[src/two_input_sqrt_crossfader_assert.svh]
// ---------------------------------------------------------------------------
// Crossfader assertion macros
// Shorthand for the concurrent checks placed at the end of the top level.
// ---------------------------------------------------------------------------
`ifndef TWO_INPUT_SQRT_CROSSFADER_ASSERT_SVH
`define TWO_INPUT_SQRT_CROSSFADER_ASSERT_SVH

// The consequent must hold in the same cycle as the antecedent.
`define TISC_ASSERT_SAME(lbl, clk, rst_n, ante, cons) \
  lbl: assert property (@(posedge clk) disable iff (!rst_n) (ante) |-> (cons)) \
    else $error("crossfader check failed");

// The consequent must hold in the cycle after the antecedent.
`define TISC_ASSERT_NEXT(lbl, clk, rst_n, ante, cons) \
  lbl: assert property (@(posedge clk) disable iff (!rst_n) (ante) |=> (cons)) \
    else $error("crossfader check failed");

`endif

[src/tisc_pkg.sv]
// ---------------------------------------------------------------------------
// Crossfader package
// Fixed constants, item codes, state and status types of the crossfader.
// ---------------------------------------------------------------------------
package tisc_pkg;

  // Item kinds on the input channel.
  localparam logic KIND_SAMPLE = 1'b0;
  localparam logic KIND_SWITCH = 1'b1;

  // The quotient count/length is formed with 32 fraction bits, so its
  // square root carries 16 fraction bits (the Q1.16 gain).
  localparam int QUOT_BITS = 32;
  localparam int ROOT_BITS = QUOT_BITS / 2;
  localparam int GAIN_BITS = ROOT_BITS + 1;
  localparam logic [GAIN_BITS-1:0] GAIN_ONE = GAIN_BITS'(1) << ROOT_BITS;

  // Sequencer of the serial engine: division steps, interleaved root and
  // multiply steps, the last multiply step lands in the cycle after the last
  // root step.
  localparam int STEP_LAST  = QUOT_BITS + 1;
  localparam int STEP_W     = $clog2(STEP_LAST + 1);
  localparam int SQRT_FIRST = 2;
  localparam int MUL_FIRST  = 3;

  // Fade length after reset, clipped when the counter is narrower.
  localparam int DEFAULT_FADE      = 2205;
  localparam int DEFAULT_FADE_BITS = 12;

  typedef enum logic [1:0] {
    ST_IDLE,
    ST_RUN,
    ST_HOLD
  } tisc_state_e;

  typedef struct packed {
    logic busy;
    logic done;
  } tisc_eng_stat_t;

endpackage

[src/tisc_if.sv]
// ---------------------------------------------------------------------------
// Crossfader channels
// Valid/ready channels for input items and for mixed result items.
// ---------------------------------------------------------------------------
interface tisc_in_if #(
  parameter int SAMPLE_BITS = 24,
  parameter int COUNT_BITS  = 20
);
  logic                          valid;
  logic                          ready;
  logic                          kind;
  logic signed [SAMPLE_BITS-1:0] sample_a;
  logic signed [SAMPLE_BITS-1:0] sample_b;
  logic [COUNT_BITS-1:0]         fade_len;

  modport source (output valid, kind, sample_a, sample_b, fade_len, input ready);
  modport sink   (input valid, kind, sample_a, sample_b, fade_len, output ready);
endinterface

interface tisc_out_if #(
  parameter int SAMPLE_BITS = 24
);
  logic                          valid;
  logic                          ready;
  logic signed [SAMPLE_BITS-1:0] mixed_sample;
  logic [16:0]                   gain;
  logic                          fading;

  modport source (output valid, mixed_sample, gain, fading, input ready);
  modport sink   (input valid, mixed_sample, gain, fading, output ready);
endinterface

[src/two_input_sqrt_crossfader.sv]
// ---------------------------------------------------------------------------
// Two-input square-root crossfader
// A switch item flips which input is the new one, loads the fade length in
// samples (zero is taken as one) and restarts the fade; it has no result.
// A sample item carries one sample of each input and yields one result: the
// mixed sample, the Q1.16 gain on the new input (65536 is unity) and a flag
// that is high inside the fade. The fade gain sqrt(count/length) comes from
// a serial divider feeding a digit-serial square root, whose digits feed an
// MSB-first shift-add multiplier.
// A switch item is applied when it is accepted. A sample item outside a fade
// goes to the output register from the hold state; inside a fade it first runs
// the engine for 34 steps (32 division steps, then the last root and multiply
// steps), then the sequencer sees the engine finish and loads the output.
// One item is worked on at a time; the next is taken the cycle after the
// result is loaded.
// Reset clears the fade, selects the first input and sets the fade length to
// 2205 samples. When the receiver stalls, the result waits in the output
// register; one more item is accepted and computed, and its result waits
// internally, with the input stalled, until the output register frees up.
// ---------------------------------------------------------------------------
`include "two_input_sqrt_crossfader_assert.svh"

module two_input_sqrt_crossfader import tisc_pkg::*; #(
  parameter int SAMPLE_BITS = 24,
  parameter int COUNT_BITS  = 20
) (
  input  logic      clk_i,
  input  logic      rst_ni,
  tisc_in_if.sink   in_i,
  tisc_out_if.source out_o
);

  // The reset length, clipped to the largest count when the counter is too
  // narrow to hold it.
  localparam logic [COUNT_BITS-1:0] FadeDefault =
    (COUNT_BITS >= DEFAULT_FADE_BITS) ? COUNT_BITS'(DEFAULT_FADE) : '1;

  tisc_state_e state_q, state_d;

  // Fade state.
  logic                  new_is_second_q;
  logic                  fade_active_q;
  logic [COUNT_BITS-1:0] fade_count_q;
  logic [COUNT_BITS-1:0] fade_length_q;

  // Operands of the item in flight.
  logic signed [SAMPLE_BITS-1:0] nw_q, od_q;
  logic                          fading_q;

  // Output register.
  logic                          out_valid_q;
  logic signed [SAMPLE_BITS-1:0] out_sample_q;
  logic [GAIN_BITS-1:0]          out_gain_q;
  logic                          out_fading_q;

  logic signed [SAMPLE_BITS-1:0] nw, od;
  logic signed [SAMPLE_BITS:0]   diff;
  logic                          fade_now;
  logic                          in_ready, in_acc, out_free, out_load, eng_start;
  logic signed [SAMPLE_BITS-1:0] mix;

  tisc_eng_stat_t                       eng_stat;
  logic [ROOT_BITS-1:0]                 eng_root;
  logic signed [SAMPLE_BITS+ROOT_BITS:0] eng_prod;

  // Route the two inputs into new and old roles.
  always_comb begin
    nw       = new_is_second_q ? in_i.sample_b : in_i.sample_a;
    od       = new_is_second_q ? in_i.sample_a : in_i.sample_b;
    diff     = {nw[SAMPLE_BITS-1], nw} - {od[SAMPLE_BITS-1], od};
    fade_now = fade_active_q && (fade_count_q < fade_length_q);
  end

  // Output of the mix: old*65536 + diff*g, floored by 65536, is the old
  // sample plus the arithmetic shift of the product.
  assign mix = od_q + eng_prod[SAMPLE_BITS+ROOT_BITS-1:ROOT_BITS];

  assign out_free = !out_valid_q || out_o.ready;
  assign in_acc   = in_i.valid && in_ready;

  // Next state.
  always_comb begin
    state_d = state_q;
    unique case (state_q)
      ST_IDLE: begin
        if (in_acc && (in_i.kind == KIND_SAMPLE)) begin
          state_d = fade_now ? ST_RUN : ST_HOLD;
        end
      end
      ST_RUN: begin
        if (eng_stat.done) begin
          state_d = ST_HOLD;
        end
      end
      ST_HOLD: begin
        if (out_free) begin
          state_d = ST_IDLE;
        end
      end
      default: state_d = ST_IDLE;
    endcase
  end

  // State outputs.
  always_comb begin
    in_ready  = 1'b0;
    out_load  = 1'b0;
    unique case (state_q)
      ST_IDLE: in_ready = 1'b1;
      ST_RUN:  in_ready = 1'b0;
      ST_HOLD: out_load = out_free;
      default: in_ready = 1'b0;
    endcase
    eng_start = in_acc && (in_i.kind == KIND_SAMPLE) && fade_now;
  end

  always_ff @(posedge clk_i or negedge rst_ni) begin
    if (!rst_ni) begin
      state_q         <= ST_IDLE;
      new_is_second_q <= 1'b0;
      fade_active_q   <= 1'b0;
      fade_count_q    <= '0;
      fade_length_q   <= FadeDefault;
      out_valid_q     <= 1'b0;
    end else begin
      state_q <= state_d;
      if (in_acc) begin
        if (in_i.kind == KIND_SWITCH) begin
          // A switch during a fade flips the roles at once and starts over.
          new_is_second_q <= !new_is_second_q;
          fade_count_q    <= '0;
          fade_length_q   <= (in_i.fade_len == '0) ? COUNT_BITS'(1) : in_i.fade_len;
          fade_active_q   <= 1'b1;
        end else if (fade_now) begin
          fade_count_q <= fade_count_q + COUNT_BITS'(1);
        end else begin
          fade_active_q <= 1'b0;
        end
      end
      if (out_load) begin
        out_valid_q <= 1'b1;
      end else if (out_o.ready) begin
        out_valid_q <= 1'b0;
      end
    end
  end

  always_ff @(posedge clk_i) begin
    if (in_acc && (in_i.kind == KIND_SAMPLE)) begin
      nw_q     <= nw;
      od_q     <= od;
      fading_q <= fade_now;
    end
    if (out_load) begin
      out_sample_q <= fading_q ? mix : nw_q;
      out_gain_q   <= fading_q ? {1'b0, eng_root} : GAIN_ONE;
      out_fading_q <= fading_q;
    end
  end

  tisc_engine #(
    .SAMPLE_BITS (SAMPLE_BITS),
    .COUNT_BITS  (COUNT_BITS)
  ) u_engine (
    .clk_i    (clk_i),
    .rst_ni   (rst_ni),
    .start_i  (eng_start),
    .count_i  (fade_count_q),
    .length_i (fade_length_q),
    .diff_i   (diff),
    .stat_o   (eng_stat),
    .root_o   (eng_root),
    .prod_o   (eng_prod)
  );

  assign in_i.ready         = in_ready;
  assign out_o.valid        = out_valid_q;
  assign out_o.mixed_sample = out_sample_q;
  assign out_o.gain         = out_gain_q;
  assign out_o.fading       = out_fading_q;

  // A new item is only taken while the serial engine is free.
  `TISC_ASSERT_SAME(a_ready_engine_free, clk_i, rst_ni, in_ready, !eng_stat.busy)
  // The engine only finishes while the sequencer waits for it.
  `TISC_ASSERT_SAME(a_done_in_run, clk_i, rst_ni, eng_stat.done, state_q == ST_RUN)
  // The fade counter never runs past the fade length.
  `TISC_ASSERT_SAME(a_count_bound, clk_i, rst_ni, fade_active_q,
                    fade_count_q <= fade_length_q)
  // A result taken inside a fade carries a gain below unity.
  `TISC_ASSERT_NEXT(a_fade_gain, clk_i, rst_ni, out_load && fading_q,
                    out_gain_q < GAIN_ONE)

endmodule

[src/tisc_engine.sv]
// ---------------------------------------------------------------------------
// Crossfader serial gain engine
// Bit-serial division, digit-serial square root and MSB-first multiply,
// chained so each stage consumes the previous stage's digits as they appear.
// ---------------------------------------------------------------------------
module tisc_engine import tisc_pkg::*; #(
  parameter int SAMPLE_BITS = 24,
  parameter int COUNT_BITS  = 20
) (
  input  logic                                   clk_i,
  input  logic                                   rst_ni,
  input  logic                                   start_i,
  input  logic [COUNT_BITS-1:0]                  count_i,
  input  logic [COUNT_BITS-1:0]                  length_i,
  input  logic signed [SAMPLE_BITS:0]            diff_i,
  output tisc_eng_stat_t                         stat_o,
  output logic [ROOT_BITS-1:0]                   root_o,
  output logic signed [SAMPLE_BITS+ROOT_BITS:0]  prod_o
);

  localparam int AccW = SAMPLE_BITS + ROOT_BITS + 1;

  logic                   busy_q, busy_d;
  logic                   done_q, done_d;
  logic [STEP_W-1:0]      step_q, step_d;

  logic [COUNT_BITS-1:0]  rem_q, rem_d;
  logic [COUNT_BITS-1:0]  len_q;
  logic [1:0]             qpair_q, qpair_d;
  logic [ROOT_BITS+1:0]   srem_q, srem_d;
  logic [ROOT_BITS-1:0]   root_q, root_d;
  logic signed [SAMPLE_BITS:0] diff_q;
  logic signed [AccW-1:0] acc_q, acc_d;

  logic                   div_en, sqrt_en, mul_en;
  logic [COUNT_BITS:0]    rem_sh, len_ext, rem_sub;
  logic                   qbit;
  logic [ROOT_BITS+3:0]   srad, strial, sdiff;
  logic                   sbit;
  logic signed [AccW-1:0] addend;

  // Step plan: division at steps 0..31, a root digit at each even step from
  // step 2 on, a multiply step the cycle after each root digit.
  always_comb begin
    div_en  = busy_q && (step_q < STEP_W'(QUOT_BITS));
    sqrt_en = busy_q && (step_q >= STEP_W'(SQRT_FIRST)) && !step_q[0];
    mul_en  = busy_q && (step_q >= STEP_W'(MUL_FIRST)) && step_q[0];
  end

  // Restoring division of count * 2^32 by length; the remainder stays
  // below the length, so one quotient bit appears per step.
  always_comb begin
    rem_sh  = {rem_q, 1'b0};
    len_ext = {1'b0, len_q};
    rem_sub = rem_sh - len_ext;
    qbit    = (rem_sh >= len_ext);
    rem_d   = qbit ? rem_sub[COUNT_BITS-1:0] : rem_sh[COUNT_BITS-1:0];
    qpair_d = {qpair_q[0], qbit};
  end

  // Digit-by-digit square root on the quotient bit pairs.
  always_comb begin
    srad   = {srem_q, qpair_q};
    strial = {2'b00, root_q, 2'b01};
    sdiff  = srad - strial;
    sbit   = (srad >= strial);
    srem_d = sbit ? sdiff[ROOT_BITS+1:0] : srad[ROOT_BITS+1:0];
    root_d = {root_q[ROOT_BITS-2:0], sbit};
  end

  // Horner multiply of the sample difference by the root, MSB first.
  always_comb begin
    addend = root_q[0] ? {{(AccW-SAMPLE_BITS-1){diff_q[SAMPLE_BITS]}}, diff_q}
                       : AccW'(0);
    acc_d  = {acc_q[AccW-2:0], 1'b0} + addend;
  end

  always_comb begin
    busy_d = busy_q;
    done_d = 1'b0;
    step_d = step_q;
    if (start_i) begin
      busy_d = 1'b1;
      step_d = '0;
    end else if (busy_q) begin
      step_d = step_q + STEP_W'(1);
      if (step_q == STEP_W'(STEP_LAST)) begin
        busy_d = 1'b0;
        done_d = 1'b1;
      end
    end
  end

  always_ff @(posedge clk_i or negedge rst_ni) begin
    if (!rst_ni) begin
      busy_q <= 1'b0;
      done_q <= 1'b0;
      step_q <= '0;
    end else begin
      busy_q <= busy_d;
      done_q <= done_d;
      step_q <= step_d;
    end
  end

  always_ff @(posedge clk_i) begin
    if (start_i) begin
      rem_q   <= count_i;
      len_q   <= length_i;
      qpair_q <= '0;
      srem_q  <= '0;
      root_q  <= '0;
      diff_q  <= diff_i;
      acc_q   <= '0;
    end else begin
      if (div_en) begin
        rem_q   <= rem_d;
        qpair_q <= qpair_d;
      end
      if (sqrt_en) begin
        srem_q <= srem_d;
        root_q <= root_d;
      end
      if (mul_en) begin
        acc_q <= acc_d;
      end
    end
  end

  assign stat_o.busy = busy_q;
  assign stat_o.done = done_q;
  assign root_o      = root_q;
  assign prod_o      = acc_q;

endmodule
[src/flat_wrapper.sv]
// flat-port wrapper written by rule: the top's interface ports become plain ports
module two_input_sqrt_crossfader_flat import tisc_pkg::*;
#(
  parameter int SAMPLE_BITS = 24,
  parameter int COUNT_BITS  = 20
)
  (clk_i, rst_ni, in_i_valid, in_i_kind, in_i_sample_a, in_i_sample_b, in_i_fade_len, in_i_ready, out_o_valid, out_o_mixed_sample, out_o_gain, out_o_fading, out_o_ready);
  tisc_in_if #(.SAMPLE_BITS(SAMPLE_BITS), .COUNT_BITS(COUNT_BITS)) in_i_i ();
  tisc_out_if #(.SAMPLE_BITS(SAMPLE_BITS)) out_o_i ();
  input  logic clk_i;
  input  logic rst_ni;
  input wire logic [$bits(in_i_i.valid)-1:0] in_i_valid;
  input wire logic [$bits(in_i_i.kind)-1:0] in_i_kind;
  input wire logic [$bits(in_i_i.sample_a)-1:0] in_i_sample_a;
  input wire logic [$bits(in_i_i.sample_b)-1:0] in_i_sample_b;
  input wire logic [$bits(in_i_i.fade_len)-1:0] in_i_fade_len;
  output wire logic [$bits(in_i_i.ready)-1:0] in_i_ready;
  output wire logic [$bits(out_o_i.valid)-1:0] out_o_valid;
  output wire logic [$bits(out_o_i.mixed_sample)-1:0] out_o_mixed_sample;
  output wire logic [$bits(out_o_i.gain)-1:0] out_o_gain;
  output wire logic [$bits(out_o_i.fading)-1:0] out_o_fading;
  input wire logic [$bits(out_o_i.ready)-1:0] out_o_ready;
  assign in_i_i.valid = in_i_valid;
  assign in_i_i.kind = in_i_kind;
  assign in_i_i.sample_a = in_i_sample_a;
  assign in_i_i.sample_b = in_i_sample_b;
  assign in_i_i.fade_len = in_i_fade_len;
  assign in_i_ready = in_i_i.ready;
  assign out_o_valid = out_o_i.valid;
  assign out_o_mixed_sample = out_o_i.mixed_sample;
  assign out_o_gain = out_o_i.gain;
  assign out_o_fading = out_o_i.fading;
  assign out_o_i.ready = out_o_ready;
  two_input_sqrt_crossfader #(.SAMPLE_BITS(SAMPLE_BITS), .COUNT_BITS(COUNT_BITS)) u_core (.clk_i(clk_i), .rst_ni(rst_ni), .in_i(in_i_i), .out_o(out_o_i));
endmodule
[config.mk]
export PLATFORM = sky130hd
export DESIGN_NAME = two_input_sqrt_crossfader_flat
export DESIGN_NICKNAME = d
export VERILOG_FILES = /design/src/tisc_pkg.sv /design/src/tisc_if.sv /design/src/two_input_sqrt_crossfader.sv /design/src/tisc_engine.sv /design/src/flat_wrapper.sv
export VERILOG_INCLUDE_DIRS = /design/src /design/src/src
export SDC_FILE = /design/constraint.sdc
export NUM_CORES = 1
export LEC_CHECK = 0
export BUFFER_PORTS_ARGS = -buffer_cell sky130_fd_sc_hd__buf_2
export CAP_MARGIN = 20
export CELL_PAD_IN_SITES_DETAIL_PLACEMENT = 1
export CELL_PAD_IN_SITES_GLOBAL_PLACEMENT = 1
export CORE_ASPECT_RATIO = 0.8
export CORE_UTILIZATION = 35
export CTS_CLUSTER_SIZE = 28
export DETAILED_ROUTE_END_ITERATION = 6
export PLACE_DENSITY_LB_ADDON = 0.2
export SLEW_MARGIN = 15
export SYNTH_ARGS = -nofsm -noshare
export SYNTH_HDL_FRONTEND = slang
export SYNTH_SLANG_ARGS = --single-unit
[constraint.sdc]
create_clock -name clk_i -period 7.45 [get_ports clk_i]
set_clock_uncertainty 0.05 [all_clocks]
set_input_delay 0.745 -clock clk_i [delete_from_list [all_inputs] [get_ports clk_i]]
set_output_delay 0.745 -clock clk_i [all_outputs]
set_load 0.03 [all_outputs]
Word-level counts from Yosys, hierarchy flattened
Cells that the tools add are included.
- bitwise operators: 1
- $lt $le $gt $ge: 6
- multiplexer cells: 31
- reductions and logical operators: 23
- equal/unequal tests: 7
- $add $sub $neg: 7
- operators by type and width (cell ; count):
    $mux W20 ; 6
    $mux W24 ; 3
    $add A40 B40 Y40 ; 1
    $mux W40 ; 1
    $sub A24 B24 Y25 ; 1
    $add A24 B24 Y24 ; 1
    $ge A21 B20 Y1 ; 1
    $add A20 B1 Y20 const B ; 1
    $ge A20 B18 Y1 ; 1
    $logic_not A20 Y1 ; 1
    $lt A20 B20 Y1 ; 1
    $sub A20 B20 Y20 ; 1
    $mux W18 ; 1
    $sub A18 B18 Y18 ; 1
    $mux W17 ; 1
    $ge A6 B2 Y1 const B ; 2
    $mux W1 ; 12
    $mux W6 ; 2
    $logic_and A1 B1 Y1 ; 9
    $mux W2 ; 4
    $reduce_bool A2 Y1 ; 4
    $add A6 B1 Y6 const B ; 1
    $eq A6 B6 Y1 const B ; 1
    $lt A6 B6 Y1 const B ; 1
    11 further kinds ; 17
- logic and storage cells: 98
- input bits: 73
- output and inout port bits: 44
- register bits after elaboration: 285

Depth between registers and ports, before layout
Gate-level depths: netlist of run 1.
- depth after elaboration: 6
- mapped depth: 16
- mapped depth without buffers: 13

Hierarchy
A second synthesis of run 1 with hierarchy kept.
- cell total of the unflattened synthesis: 1998
- area, all modules: 18612.9 µm²
- modules (own cells, without submodules) (module ; area each (µm²) ; instances ; sequential area each (µm²) ; cells each):
    tisc_engine ; 9939.5 ; 1 ; 3693.5 ; 1166
    two_input_sqrt_crossfader ; 8673.3 ; 1 ; 3866.2 ; 832

Worst setup path after synthesis of run 1
Ideal clock, no wire load.
- path kind: register to register
- from: reg u_core.new_is_second_q
- to: reg u_core.u_engine.diff_q[24], data pin
- arrival time: 3.728 ns
- cell stages (with the launch flop): 17
- path slack: 3.407 ns
- path buffers: 3
- period minus slack after synthesis: 4.043 ns
- data required time: 7.135 ns
- setup time: 0.265 ns
- path through: dfrtp_1 clkbuf_1 clkbuf_1 clkbuf_1 mux2i_1 inv_1 fa_1 nor2b_1 o21ai_0 a21boi_0 o21ai_0 a21oi_1 a21oi_1 a311oi_1 a31oi_1 o2111ai_1 o21ai_0
- cells in the longest elaborated chain, start to end: 2
- elaborated cells on any way between the ends: 3
- those cells by class: add/sub: 1; mux: 2
- RTL lines (what ; line ; RTL):
    start, declared ; two_input_sqrt_crossfader.sv:41 ; logic new_is_second_q;
    start signal, assigned ; two_input_sqrt_crossfader.sv:130 ; new_is_second_q <= !new_is_second_q;
    $mux W24 ; two_input_sqrt_crossfader.sv:69 ; od = new_is_second_q ? in_i.sample_a : in_i.sample_b;
    net u_core.od[1] ; two_input_sqrt_crossfader.sv:56 ; logic signed [SAMPLE_BITS-1:0] nw, od;
    $sub A24 B24 Y25 ; two_input_sqrt_crossfader.sv:70 ; diff = {nw[SAMPLE_BITS-1], nw} - {od[SAMPLE_BITS-1], od};
    net u_core.diff[24] ; two_input_sqrt_crossfader.sv:57 ; logic signed [SAMPLE_BITS:0] diff;
    end signal, assigned ; tisc_engine.sv:113 ; diff_q <= diff_i;
    end, declared ; tisc_engine.sv:32 ; logic signed [SAMPLE_BITS:0] diff_q;
The timed path passes the listed nets, and every way through them passes these cells.
A chain may end at the register's enable or synchronous reset.

Worst setup path after layout of run 1
- from: reg u_core.new_is_second_q
- to: reg u_core.u_engine.diff_q[23], data pin
- cells in the longest elaborated chain, start to end: 2
- elaborated cells on any way between the ends: 3
- those cells by class: add/sub: 1; mux: 2
- RTL lines (what ; line ; RTL):
    $mux W24 ; two_input_sqrt_crossfader.sv:68 ; nw = new_is_second_q ? in_i.sample_b : in_i.sample_a;
    net u_core.nw[10] ; two_input_sqrt_crossfader.sv:56 ;
    $sub A24 B24 Y25 ; two_input_sqrt_crossfader.sv:70 ;
    net u_core.diff[23] ; two_input_sqrt_crossfader.sv:57 ;
The timed path passes the listed nets, and every way through them passes these cells.

==> impl_metrics.tcl, run 1 <==
set metrics [dict create \
    drtIter0Drc 527 \
    syn-num-nets 2094 \
    dp_hpwl_mm 35.4 \
    totalWireLength_mm 48.5 \
    fin_nets 2196 \
    yosys_warnings 0 \
    mappedNetlistArea_mm2 0.0178 \
    dr.pass1.iters 4 \
    ys_types 76 \
    drc 0 \
    die_h_um 204 \
    htree_levels 2 \
    synthAdderAreaFrac_pct 10.6 \
    die_w_um 254 \
    ys.flop_type "edfxtp_1" \
    tritoncts.num_buffers 35 \
    crit_arrival_ns 4.57 \
    post_cts_buffers 0 \
    final_antenna_net_count 0 \
    status "finished, final reports clean" \
    num_vias 13900 \
    grt_pass1_vias 14600 \
    synth_edf_count 156 \
    clockRootBuffer "clkbuf_16" \
    globalRouteOverflowTotal 0 \
    synth_xor_area_share_pct 5.41 \
    grt.total_usage_pct 18.8 \
    power_leakage_uw 0.00880 \
    min_period_over_period_pct 58.1 \
    synth_top_family_by_area "compound AO/OA/AOI/OAI gates" \
    wl_per_cell_um 18.1 \
    grt_pass1_wl_mm 77.6 \
    ys_seq_area_share_pct 42.3 \
    tightest_slew_ns 1.02 \
    fin_setup_tns_ns 0 \
    crit_path_start_kind "flip-flop" \
    synth_compound_area_share_pct 17.7 \
    syn_inst 1872 \
    yosys.area_share.simple_pct 14.2 \
    synth_area_leader_cell "edfxtp_1" \
    antenna_found_initial 0 \
    worstSkewPairLatency_ns 0.54 \
    drive_gt1_share_pct 13.0 \
    cts_resized 0 \
    area_delta_synth_final_pct 13.7 \
    p_per_area_mw_per_mm2 447 \
    n_antenna_cell 0 \
    ys_ff_latch 285 \
    critical_path.max_fanout 36 \
    critPathCaptureType "flip-flop" \
    clk_path_buf_depth 3 \
    synth_common_cells "nand2_1 (192), a21oi_1 (177), edfxtp_1 (156)" \
    core_area_mm2 0.0500 \
    fillers 5793 \
    final-max-slew-violation-count 0 \
    timing.fmax_mhz 231 \
    dieArea_mm2 0.0518 \
    fin_crit_ns 4.33 \
    crit_required_ns 7.68 \
    ys_top_cells_by_area "edfxtp_1 (26%), ha_1 (10%), dfxtp_1 (8.5%)" \
    synthMuxAreaShare_pct 5.43 \
    finalHoldViolations 0 \
    post_dp_cell_area_mm2 0.0191 \
    io_pins 117 \
    gp_routability_congestion 0.827 \
    clk_pin_slew_ns 0.06 \
    reg2regPathDepth 11 \
    routed_via_density 5.21 \
    initial_core_util_pct 35.7 \
    rsz0062_at_grt "no" \
    rows 73 \
    yosysMostFrequentCell "nand2_1" \
    hold_buffers 0 \
    avgSynthCellArea_um2 9.52 \
    crit_type "flip-flop to flip-flop" \
    setup_viol 0 \
    worstHoldPathType "input port to async pin" \
    clock_sinks 285 \
    port_buffers 116 \
    yosysTopAreaCellShare_pct 26.3 \
    irDropWorstVdd_mv 0.239 \
    final_area_mm2 0.0202 \
    synthArstFlopShare_pct 18.6 \
    maxCapViolations 0 \
    cts_tree "done" \
    max_slew_margin_pct 31.7 \
    grt_max_degree 64 \
]
layout make-up:
class | count | area, um2 | share of cell area, %
clock buffers | 55 | 1120 | 5.52
repair buffers | 133 | 708 | 3.50
inverters | 115 | 434 | 2.14
well taps | 675 | 845 | 4.17
clock inverters | 8 | 66.3 | 0.327
multi-input cells | 1404 | 9540 | 47.1
flip-flops and latches | 285 | 7540 | 37.2
worst max-delay path, cell delays in order, from the launching register on:
cell and delay, ns:
dfrtp_2 0.61, buf_4 0.52, mux2_2 0.41, ha_1 0.34, a21oi_1 0.17, nor2b_1 0.09, o31ai_1 0.38, o21ai_1 0.24
a2111oi_0 0.76, nor3_1 0.12, a211oi_1 0.29, xnor2_1 0.09
logic make-up (layout without fill, tap and decap cells):
logic type / count (synthesis) / in the layout
xor gates and xnor gates: 110 / 110
DFF: 285 / 285
adders and majority gates: 149 / 149
and+or+nand+nor: 545 / 545
AOI/OAI and AO/OA: 508 / 508
muxes: 92 / 92
buffers and inverters: 183 / 311
through the flow:
| step | util [%] | total power, uW | worst slack, ns | cells | hold WS (ns) |
|---|---|---|---|---|---|
| floorplan | - | 6150 | 3.41 | 1872 | 0.374 |
| global placement | 38.2 | 7190 | 3.24 | 2612 | 0.379 |
| detailed placement | 38.2 | 7340 | 3.12 | 2612 | 0.381 |
| CTS | 40.5 | 9170 | 3.09 | 2675 | 0.327 |
| global route | 40.5 | 9780 | 2.80 | 2675 | 0.373 |
| finish | 40.5 | 9060 | 3.12 | 2675 | 0.327 |
final timing paths:
kind / slack, ns / endpoint / startpoint
hold / removal: 0.33 / u_core.fade_length_q[9]$_DFFE_PN0P_ / rst_ni
setup reg to reg: 3.12 / u_core.u_engine.diff_q[23]$_DFFE_PP_ / u_core.new_is_second_q$_DFFE_PN0P_
min in group clk_i: 0.38 / u_core.fade_length_q[16]$_DFFE_PN0P_ / in_i_fade_len[16]
max in group asynchronous: 6.44 / u_core.new_is_second_q$_DFFE_PN0P_ / rst_ni
hold reg to reg: 0.39 / u_core.u_engine.len_q[10]$_DFFE_PP_ / u_core.fade_length_q[10]$_DFFE_PN0P_
setup / recovery: 3.12 / u_core.u_engine.diff_q[23]$_DFFE_PP_ / u_core.new_is_second_q$_DFFE_PN0P_
layout by cell type (no fill, tap or decap), types with 55 or more instances in the layout:
cell      count
mux2i_1      55
ha_1        145
nand2_1     192
a21oi_1     176
edfxtp_1    156
inv_1       114
a21o_1       55
xnor2_1      78
o21ai_0      99
nor2_1      139
buf_2       116
dfxtp_1      76
sequential cells by signal, indices dropped and copies added, names as in the netlist, 2 cells and up:
name and flops:
u_core.out_o.gain 17, u_core.u_engine.step_q 6, u_core.out_o.mixed_sample 24, u_core.u_engine.prod_o 40, u_core.u_engine.root_o 16, u_core.fade_length_q 20, u_core.nw_q 24, u_core.od_q 24
u_core.u_engine.srem_q 18, u_core.fade_count_q 20, u_core.u_engine.rem_q 20, u_core.u_engine.qpair_q 2, u_core.u_engine.diff_q 25, u_core.state_q 2, u_core.u_engine.len_q 20
power breakdown:
part | internal [uW] | switching [uW]
clock | 1070 | 691
combinational | 1960 | 2750
sequential | 2290 | 304
routing by layer:
layer	wire length (um)	track usage, %	vias up
met5	0	0	-
met4	788	4.56	0
met3	1230	2.45	56
met2	22500	31.2	125
met1	23900	25.8	6833
li1	-	-	6912
(Power assumes the default switching activity.)
==> run 2: changes to the inputs <==
ABC_AREA = 1   (was default)
clock period = 3.6 ns   (was 7.45 ns; I/O delays follow)
==> impl_metrics.tcl, run 2 <==
set metrics [dict create \
    regToRegSetupSlack_ns 0.32 \
    clock_sinks 285 \
    grt_pass1_vias 19100 \
    drc 0 \
    worstSkewPairLatency_ns 0.57 \
    rsz0062_at_grt "no" \
    multiInputGateArea_mm2 0.0106 \
    globalRouteOverflowTotal 0 \
    gp_routability_congestion 0.912 \
    synth_area_leader_cell "edfxtp_1" \
    use_met1_pct 37.2 \
    synthArstFlopShare_pct 18.6 \
    clockRootBuffer "clkbuf_16" \
    tritoncts.num_buffers 35 \
    rr_endpoint "u_core.u_engine.diff_q[22]$_DFFE_PP_" \
    reg2regPathDepth 13 \
    htree_levels 2 \
    met3_usage_pct 3.37 \
    fin_setup_tns_ns 0 \
    io_pins 117 \
    met2_usage_pct 34.0 \
    num_vias 19000 \
    totalWireLength_mm 69.8 \
    final_area_mm2 0.0230 \
    drtIter0Drc 1190 \
    ys_ff_latch 285 \
    crit_type "flip-flop to flip-flop" \
    max_slew_margin_pct 36.1 \
    place_inst 3678 \
    hold_start "in_i_fade_len[12]" \
    layout_commonest_cell "nand2_1" \
    hold_depth 3 \
    core_area_mm2 0.0569 \
    dp_hpwl_mm 56.0 \
    fin_nets 3190 \
    critPathBufInv 3 \
    post_cts_buffers 0 \
    pre_cts_slack_ns 0.279 \
    clk_path_buf_depth 3 \
    min_period_over_period_pct 91.1 \
    synth_edf_count 156 \
    final_antenna_net_count 0 \
    routed_via_density 5.06 \
    n_antenna_cell 0 \
    critical_path.max_fanout 16 \
    setup_viol 0 \
    syn-num-nets 3060 \
    top_usage_layer "met1" \
    finalHoldViolations 0 \
    worst_slack_ns 0.319 \
    fin_cells 3755 \
    cts_tree "done" \
    post_dp_cell_area_mm2 0.0217 \
    wl_per_cell_um 18.6 \
    tightest_slew_ns 0.958 \
    largest_reg_flops 40 \
    crit_slowest_cell "o21ai_0" \
    port_buffers 116 \
    irDropWorstVdd_mv 0.386 \
    min_to "u_core.fade_length_q[12]$_DFFE_PN0P_" \
    dieArea_mm2 0.0588 \
    die_w_um 271 \
    cp_slowest_stage_delay_ns 0.57 \
    area_delta_synth_final_pct 13.7 \
    fin_crit_ns 3.28 \
    ys_seq_area_share_pct 37.2 \
    ys.flop_type "edfxtp_1" \
    syn_inst 2838 \
    timing.fmax_mhz 305 \
    final-max-slew-violation-count 0 \
    maxCapViolations 0 \
    rr_startpoint "u_core.new_is_second_q$_DFFE_PN0P_" \
    crit_arrival_ns 3.55 \
    ys_top_cells_by_area "edfxtp_1 (23%), nand2_1 (16%), inv_1 (9.1%)" \
    synth_common_cells "nand2_1 (844), inv_1 (489), o21ai_0 (194)" \
    yosys_warnings 0 \
    ys_types 53 \
    rows 78 \
    antenna_found_initial 3 \
    path_delay_family "simple AND/OR/NAND/NOR gates" \
    crit_path_start_kind "flip-flop" \
    mappedNetlistArea_mm2 0.0203 \
    power_leakage_uw 0.0116 \
    crit_required_ns 3.87 \
    avgSynthCellArea_um2 7.14 \
    critPathCaptureType "flip-flop" \
    initial_core_util_pct 35.6 \
    grt.total_usage_pct 23.6 \
    grt_pass1_wl_mm 109 \
    final_cell_mix "nand2_1 (844), inv_1 (489), o21ai_0 (193)" \
    dr.pass1.iters 5 \
    drive_gt1_share_pct 8.58 \
    grt_max_degree 81 \
    path_cells "inv_1 -> or2_2 -> o21ai_0 -> inv_1 -> fa_1 -> inv_1 -> nand3_1 -> nand2_1 -> a21oi_1 -> o21ai_0 -> nand3_1 -> nand3_1 -> nand2_1" \
    crit_cells 13 \
    die_h_um 217 \
    p_per_area_mw_per_mm2 1090 \
    yosysTopAreaCellShare_pct 23.1 \
    fillers 7172 \
    yosysMostFrequentCell "nand2_1" \
    clk_pin_slew_ns 0.06 \
    worstHoldPathType "input port to flip-flop" \
    regArea_mm2 0.00754 \
    status "finished, final reports clean" \
    final_core_util_pct 40.5 \
]
-- run 2: what timing repair did --
item,4_1_cts,5_1_grt
endpoints found under the setup margin,0,2
resized for setup,0,1
hold endpoints to repair,45,0
hold buffers,13,0
-- run 2: worst max-delay path by stage --
stage,startpoint,end,slack [ns]
4_1_cts,u_core.new_is_second_q$_DFFE_PN0P_,u_core.u_engine.diff_q[20]$_DFFE_PP_,0.26
6_report,u_core.new_is_second_q$_DFFE_PN0P_,u_core.u_engine.diff_q[22]$_DFFE_PP_,0.32
5_1_grt,u_core.new_is_second_q$_DFFE_PN0P_,u_core.u_engine.diff_q[22]$_DFFE_PP_,0.07
3_3_place_gp,u_core.new_is_second_q$_DFFE_PN0P_,u_core.u_engine.diff_q[20]$_DFFE_PP_,0.42
2_1_floorplan,u_core.state_q[1]$_DFFE_PN0P_,u_core.u_engine.rem_q[0]$_DFFE_PP_,0.36
3_5_place_dp,u_core.new_is_second_q$_DFFE_PN0P_,u_core.u_engine.diff_q[20]$_DFFE_PP_,0.28
-- run 2: power by group --
group / total, uW / leakage, uW / switching (uW) / internal [uW]
registers: 5940 / 0.00277 / 871 / 5070
clock network: 3670 / 0.000558 / 1590 / 2080
logic: 15400 / 0.00822 / 10300 / 5060
total: 25000 / 0.0116 / 12800 / 12200
-- run 2: tightest hold or removal path, stage by stage --
cell and delay [ns]:
buf_2 0.10, inv_1 0.07, o21ai_0 0.08
-- run 2: metrics by stage --
| stage | hold WS (ns) | power [uW] |
|---|---|---|
| final | 0.0352 | 25000 |
| after CTS | 0.00315 | 25100 |
| after global routing | 0.0399 | 27300 |
| after detailed placement | 0.395 | 21200 |
| after floorplan | 0.0144 | 16700 |
| after global placement | 0.401 | 20800 |
-- run 2: per-layer routing --
layer	up-vias	share of wire (%)
met5	-	0.014
met4	2	1.1
met3	52	5.0
met2	329	40
met1	9188	54
li1	9423	-
-- run 2: cells by family (layout without fill, tap and decap cells) --
family                     count (synthesis)  after routing  synth area share, %
xor gates and xnor gates                  64             64                 2.77
DFF                                      285            285                 37.2
adders and majority gates                149            149                 9.35
AOI/OAI and AO/OA                        423            423                 11.4
and+or+nand+nor                         1362           1362                 28.6
buffers and inverters                    555            712                 10.6
-- run 2: layout make-up --
class | instances | area share [%]
multi-input cells | 1998 | 46.0
flip-flops and latches | 285 | 32.8
inverters | 496 | 8.09
well taps | 760 | 4.13
clock buffers | 39 | 3.96
repair buffers | 152 | 3.95
clock inverters | 25 | 1.15
==> run 3: changes to the inputs <==
ABC_AREA = default   (was 1)
CAP_MARGIN = default   (was 20)
==> impl_metrics.tcl, run 3 (same netlist as run 1, synthesis figures left out) <==
set metrics [dict create \
    dr.pass1.iters 5 \
    grt.total_usage_pct 19.3 \
    tritoncts.num_buffers 35 \
    largest_reg_flops 40 \
    min_period_over_period_pct 96.2 \
    clk_pin_slew_ns 0.06 \
    swShare_pct 41.7 \
    regArea_mm2 0.00754 \
    combPwrFrac_pct 54.1 \
    final_cell_mix "nand2_1 (192), a21oi_1 (174), edfxtp_1 (156)" \
    grt_pass1_wl_mm 79.5 \
    met2_length_mm 22.8 \
    critPathCaptureType "flip-flop" \
    setup_viol 0 \
    port_buffers 116 \
    num_vias 14200 \
    area_delta_synth_final_pct 16.9 \
    p_sw_uw 7920 \
    fin_cells 2740 \
    clock_sinks 285 \
    gp_routability_congestion 0.843 \
    pre_cts_slack_ns -0.217 \
    globalRouteOverflowTotal 0 \
    rr_startpoint "u_core.od_q[0]$_DFFE_PP_" \
    final-max-slew-violation-count 0 \
    irDropWorstVdd_mv 0.404 \
    initial_core_util_pct 35.7 \
    max_slew_margin_pct 33.5 \
    cts_tree "done" \
    p_clk_share_pct 17.8 \
    final_core_util_pct 41.7 \
    timing.fmax_mhz 289 \
    p_per_area_mw_per_mm2 912 \
    hold_start "in_i_fade_len[3]" \
    route.met3.wl_mm 1.50 \
    routed_via_density 5.20 \
    fin_nets 2260 \
    tightest_slew_ns 0.998 \
    clockRootBuffer "clkbuf_16" \
    drtIter0Drc 572 \
    multiInputGateArea_mm2 0.00961 \
    place_inst 2659 \
    finalHoldViolations 0 \
    crit_type "flip-flop to flip-flop" \
    wl_per_cell_um 18.1 \
    die_h_um 204 \
    worstSkewPairLatency_ns 0.57 \
    wl_met1_mm 24.3 \
    clk_path_buf_depth 3 \
    fillers 5740 \
    crit_arrival_ns 3.71 \
    power_leakage_uw 0.00909 \
    cp-startpoint "u_core.od_q[0]$_DFFE_PP_" \
    htree_levels 2 \
    critical_path.max_fanout 3 \
    drive_gt1_share_pct 15.6 \
    pwr-share-seq_pct 28.1 \
    rows 73 \
    fin_crit_ns 3.46 \
    status "finished, final reports clean" \
    worstHoldPathType "input port to flip-flop" \
    die_w_um 254 \
    io_pins 117 \
    top_layer_used "met4" \
    grt_pass1_vias 14900 \
    crit_path_start_kind "flip-flop" \
    drc 0 \
    maxCapViolations 0 \
    crit_required_ns 3.85 \
    core_area_mm2 0.0500 \
    totalWireLength_mm 49.5 \
    antenna_found_initial 1 \
    dp_hpwl_mm 36.7 \
    grt_max_degree 52 \
    final_antenna_net_count 0 \
    worst_slack_ns 0.138 \
    dieArea_mm2 0.0518 \
    layout_commonest_cell "nand2_1" \
    p_int_uw 11100 \
]
-- run 3: changes by cell type in the layout (fill, tap and decap cells not counted), moves of 37 or more --
| cell | delta |
|---|---|
| a21o_1 | +45 |
| buf_4 | +37 |
| inv_1 | -375 |
| mux2_2 | +37 |
| mux2i_1 | +53 |
| nand2_1 | -652 |
| nand3_1 | -136 |
| nor2_1 | -40 |
| o21ai_0 | -97 |
| xnor2_1 | +45 |
-- run 3: layout make-up --
type                            instances  share of cell area (%)
Multi-Input combinational cell       1404                    46.2
Inverter                              115                    2.09
Antenna cell                            1                  0.0120
Tap cell                              675                    4.06
Clock buffer                           46                    4.70
Clock inverter                         17                   0.493
Timing Repair Buffer                  197                    6.29
Sequential cell                       285                    36.2
-- run 3: through the flow --
step	total power, uW	TNS, ns	hold WS, ns	instance area, um2
floorplan	12700	-0.0414	0.0144	17800
global placement	15300	-0.00967	0.382	19500
detailed placement	15500	-0.361	0.384	19500
CTS	19100	0	0.00533	20800
global route	20500	-0.0486	0.0221	20800
finish	19000	0	0.0384	20800
-- run 3: per-layer routing --
layer	vias up	GRT usage, %
met1	6991	26.4
met3	58	3.34
li1	7055	-
met5	-	0
met4	0	4.65
met2	141	31.7
-- run 3: path summary, 6_finish.rpt --
check                           slack (ns)                                       to  cells past startpoint
worst max-delay path                  0.14  u_core.out_o.mixed_sample[18]$_DFFE_PP_                     12
worst min-delay path                  0.04      u_core.fade_length_q[3]$_DFFE_PN1P_                      3
worst max register to register        0.14  u_core.out_o.mixed_sample[18]$_DFFE_PP_                     12
worst min register to register        0.40      u_core.u_engine.len_q[16]$_DFFE_PP_                      0
max in group asynchronous             2.49    u_core.u_engine.step_q[3]$_DFFE_PN0P_                      3
min in group asynchronous             0.31       u_core.new_is_second_q$_DFFE_PN0P_                      2
-- run 3: worst max-delay path, cell delays in order (launching register included) --
cell and delay, ns:
edfxtp_1 0.37, ha_1 0.21, fa_1 0.41, a21o_1 0.19
a21oi_2 0.21, o21ai_2 0.11, a2111oi_4 0.38, o21ai_1 0.19
a22o_1 0.27, a31o_1 0.29, a21oi_2 0.17, xnor2_1 0.08
mux2_2 0.26
-- run 3: power groups by stage --
stage | combinational (uW) | sequential (uW) | clock [uW]
final | 10300 | 5340 | 3390
after global routing | 11500 | 5440 | 3630
after CTS | 10300 | 5350 | 3510
after detailed placement | 10100 | 5410 | 0
after global placement | 9870 | 5380 | 0
after floorplan | 7540 | 5190 | 0
-- run 3: timing repair --
item                                    in CTS  in global routing
hold buffers                                16                  0
buffers inserted                             1                  0
endpoints found under the hold margin       46                  0
pin swaps                                    2                  7
endpoints found under the setup margin       6                  9
resized for setup                            7                 16
